### src/hw/rtl/phc_pkg.sv
// Shared types and constants of the pair histogram counter.
// No dependencies; imported by every module of the block except phc_ram.
package phc_pkg;

	// Table geometry
	localparam int MAX_BINS = 128;
	localparam int BIN_W    = $clog2(MAX_BINS);
	localparam int ADDR_W   = 2 * BIN_W;
	localparam int DEPTH    = MAX_BINS * MAX_BINS;

	// Field widths
	localparam int CNT_W  = 32;
	localparam int REG_W  = 8;
	localparam int VAL_W  = 17;
	localparam int FRAC_W = 16;
	localparam int RBIN_W = 7;
	localparam int PROD_W = VAL_W + BIN_W;

	// Fixed-point constants
	localparam logic [VAL_W-1:0]  ONE_FIXED  = VAL_W'(1) << FRAC_W;
	localparam logic [PROD_W-1:0] HALF_FIXED = PROD_W'(1) << (FRAC_W - 1);
	localparam logic [REG_W-1:0]  BINS_RESET = REG_W'(MAX_BINS);

	// Operation codes
	typedef enum logic [1:0] {
		OP_COUNT = 2'd0,
		OP_READ  = 2'd1,
		OP_CLEAR = 2'd2
	} op_t;

	// Configuration register indexes
	typedef enum logic {
		REG_A_BINS = 1'b0,
		REG_B_BINS = 1'b1
	} reg_idx_t;

	// Decoded command for one accepted item
	typedef struct packed {
		logic              do_count;
		logic              do_read;
		logic              do_clear;
		logic [ADDR_W-1:0] addr;
	} cmd_t;

endpackage

### src/hw/rtl/phc_binner.sv
// Item decoder: scales a sample pair to its table address, or passes a read address.
// Depends on phc_pkg for widths, op codes and the command struct.
module phc_binner import phc_pkg::*; (
	input  logic [1:0]        op,
	input  logic              active,
	input  logic [VAL_W-1:0]  a_value,
	input  logic [VAL_W-1:0]  b_value,
	input  logic [RBIN_W-1:0] read_a_bin,
	input  logic [RBIN_W-1:0] read_b_bin,
	input  logic [REG_W-1:0]  a_bins,
	input  logic [REG_W-1:0]  b_bins,
	output cmd_t              cmd
);

	logic [BIN_W-1:0]  a_span, b_span;
	logic [VAL_W-1:0]  a_sat, b_sat;
	logic [PROD_W-1:0] a_sum, b_sum;
	logic [BIN_W-1:0]  a_bin, b_bin;

	// bins - 1, with zero taken as one bin and the top clamped to the table
	function automatic logic [BIN_W-1:0] span_of(input logic [REG_W-1:0] bin_cnt);
		logic [BIN_W-1:0] s;
		if (bin_cnt == '0) begin
			s = '0;
		end else if (int'(bin_cnt) > MAX_BINS) begin
			s = BIN_W'(MAX_BINS - 1);
		end else begin
			s = BIN_W'(bin_cnt - REG_W'(1));
		end
		return s;
	endfunction

	// Round half up of value * (bins - 1); result never exceeds bins - 1
	always_comb begin
		a_span = span_of(a_bins);
		b_span = span_of(b_bins);
		a_sat  = (a_value > ONE_FIXED) ? ONE_FIXED : a_value;
		b_sat  = (b_value > ONE_FIXED) ? ONE_FIXED : b_value;
		a_sum  = (PROD_W'(a_sat) * PROD_W'(a_span)) + HALF_FIXED;
		b_sum  = (PROD_W'(b_sat) * PROD_W'(b_span)) + HALF_FIXED;
		a_bin  = a_sum[FRAC_W +: BIN_W];
		b_bin  = b_sum[FRAC_W +: BIN_W];
	end

	// Command decode; read bins always lie inside the table
	always_comb begin
		cmd = '0;
		case (op)
			OP_COUNT: begin
				cmd.do_count = active;
				cmd.addr     = {a_bin, b_bin};
			end
			OP_READ: begin
				cmd.do_read = 1'b1;
				cmd.addr    = {BIN_W'(read_a_bin), BIN_W'(read_b_bin)};
			end
			OP_CLEAR: begin
				cmd.do_read  = 1'b1;
				cmd.do_clear = 1'b1;
				cmd.addr     = {BIN_W'(read_a_bin), BIN_W'(read_b_bin)};
			end
			default: begin
				cmd = '0;
			end
		endcase
	end

endmodule

### config.mk
export PLATFORM = sky130hd
export DESIGN_NAME = phc_binner
export DESIGN_NICKNAME = d
export VERILOG_FILES = /design/src/hw/rtl/phc_pkg.sv /design/src/hw/rtl/phc_binner.sv
export SDC_FILE = /design/constraint.sdc
export NUM_CORES = 1
export LEC_CHECK = 0
export BUFFER_PORTS_ARGS = -buffer_cell sky130_fd_sc_hd__buf_2
export CAP_MARGIN = 10
export CORE_UTILIZATION = 57
export DETAILED_ROUTE_END_ITERATION = 10
export PLACE_DENSITY = 0.81
export SYNTH_ARGS = -nofsm -noshare
export SYNTH_HDL_FRONTEND = slang
export SYNTH_SLANG_ARGS = --single-unit
### constraint.sdc
create_clock -name vclk -period 7.5
set_input_delay 0.75 -clock vclk [all_inputs]
set_output_delay 0.75 -clock vclk [all_outputs]
set_load 0.1 [all_outputs]
==> metrics.txt <==
status finished with violations; failing checks negative setup slack; Ant. Diodes 0; RSZ-0062 raised after global routing true; drt wl/cell 17.36 µm; Final WS setup -0.1811 ns; synth-to-layout area growth 30.74%; grt ovf 0; Top Metal Used met4; DIE AREA 0.01368 mm²; Fillers 746; Syn Nets 1265; Hold Crit Class in -> out; overall power 1963 µW; Seq Cell Count 0; antenna violations before repair 0; Max Cap Viol 0; hold buffers post-CTS 0; Seq. cell area 0 µm²; Final ANT Viol Nets 0; number of I/O pins 84; kind of critical path in -> out; power per cell area 199.3 mW/mm²; Post-Route M1 WL 8.137 mm; Final Setup Violations 9; initial detailed-routing violation count 756; # nets final 1437; Tmin final a little under 8 ns; Setup crit start kind primary input; share of layout cells above drive strength 1 27.35%; Pins Over Slew Limit 0; Gate Count Post-Synth 945; Pre-Repair DR Iteration Count 7; fmax ~130 MHz; worst rel slew slack between 30% and 40%; vias per inst 5.751; Synth Cell Area 0.007533 mm²; total track usage 27.65%; Least-Margin Pin Slew 0.8990 ns; maximum fanout along the worst path 5; vias in the first global route 6948; post-synthesis cell type count 57; Setup TNS -0.6318 ns; Port Buf Inserts 84; Leak Pwr around 0.0053 µW; vias 7402; utilization after layout between 70% and 80%; FP Rows 41; met3 WL 1.820 mm; dpl hpwl 15.13 mm; Chip Height approximately 120 µm; worst path arrival time 6.93 ns; metal2 WL 11.15 mm; Final Wtd Congestion 0.8645; footprint of the multi-input gates 0.007229 mm²; drt total wl 22.35 mm; largest net degree at the start of global routing 17; core area 0.01277 mm²; DRC viols 0; Final Cycle Share 102.4%; Worst VDD drop 0.2926 mV; Final Hold Vio Count 0; clock buf count 0; Setup crit end kind primary output; Horiz. Die Dim ~120 µm; Worst Path Required ~6.8 ns; first-pass GRT wire length 30.33 mm; starting density of the core 58.98%; Avg Cell Area, Syn 7.972 µm²; register area share after synthesis 0%; yosys warns 0
-- cells in the mapped netlist (2+ instances only) --
cell,count,area share (%)
a21o_1,11,1.1
a21oi_1,17,1.1
a22o_1,3,0.35
a31oi_1,2,0.17
a32o_1,2,0.27
and2_1,4,0.33
and3_1,2,0.17
clkbuf_1,19,0.95
fa_1,146,39
ha_1,107,18
inv_1,205,10
nand2_1,64,3.2
nand2b_1,22,1.8
nand3_1,12,0.80
nand4_1,8,0.66
nor2_1,187,9.3
nor2b_1,13,1.1
nor3_1,5,0.33
nor4_1,10,0.83
o211ai_1,2,0.20
o21a_1,5,0.50
o21ai_0,19,1.3
o21ai_1,3,0.20
o31ai_1,3,0.30
or2_2,16,1.3
or3_1,3,0.25
or4_1,3,0.30
xnor2_1,17,2.0
xor2_1,7,0.81
-- what timing repair did --
item | 4_1_cts | 5_1_grt
resized for setup | 33 | 85
cloned | 0 | 3
pin swaps | 12 | 82
setup endpoints to repair | 5 | 12
setup buffers | 4 | 28
-- metrics by stage --
step / instances / worst slack, ns / area (µm²) / hold WS [ns]
after global routing: 1287 / -0.4634 / 9849 / 1.902
final: 1287 / -0.1811 / 9849 / 1.879
after CTS: 1257 / 0.004263 / 9175 / 1.879
after detailed placement: 1254 / -0.3363 / 9004 / 1.878
after global placement: 1254 / -0.1993 / 9004 / 1.870
after floorplan: 945 / -0.08289 / 7622 / 1.784
-- placed cells by master (no fill, tap or decap), drive strengths merged, types with 6 or more instances in the layout --
cell / count
nand4: 8
nor2: 187
nand2: 64
nor2b: 13
xnor2: 17
nand2b: 22
xor2: 7
o21ai: 24
inv: 205
a21oi: 17
a21o: 11
nand3: 12
nor3: 6
buf: 188
nor4: 10
fa: 146
or2: 16
ha: 107
-- layer usage --
metal | global-route usage, % | up-vias
met5 | 0 | -
met3 | 1.957 | 139
li1 | - | 3266
met4 | 6.160 | 0
met1 | 36.84 | 3522
met2 | 49.55 | 475
-- critical path, stage by stage --
cell      delay (ns)
buf_6           0.09
or4_4           0.55
o21ai_0         0.27
o2bb2a_4        0.21
o32ai_4         0.26
buf_6           0.19
nor2_1          0.06
fa_1            0.49
fa_1            0.53
fa_1            0.55
inv_1           0.06
fa_1            0.48
inv_1           0.04
ha_1            0.33
nand3_1         0.12
a21oi_2         0.21
and3b_2         0.27
a221oi_4        0.33
o41ai_4         0.11
buf_4           0.17
o21bai_4        0.15
a211oi_2        0.10
buf_4           0.16
o31ai_4         0.24
buf_12          0.22
-- cells by family (layout without fill, tap and decap cells) --
family | count (synthesis) | in the layout | synth area share [%]
simple gates | 356 | 356 | 21.21
fa+ha+maj | 255 | 255 | 56.85
buf+inv | 226 | 396 | 11.28
compound gates | 84 | 84 | 7.873
xor+xnor | 24 | 24 | 2.790
-- path summary, 6_finish.rpt --
kind / slack, ns / depth (start not counted) / start / to
max: -0.18 / 25 / a_bins[3] / cmd[12]
min: 1.88 / 4 / read_b_bin[5] / cmd[5]
-- cell type report --
cell class         count  area share [%]
repair buffers       191           16.60
inverters            205           7.812
well taps            172           2.185
multi-input cells    719           73.40
-- where the power goes --
part / internal [µW] / switching (µW) / leakage, µW
clock network: 0 / 0 / 0
logic: 823 / 1140 / 0.00530
registers: 0 / 0 / 0
Power figures use the tool's default switching activity.
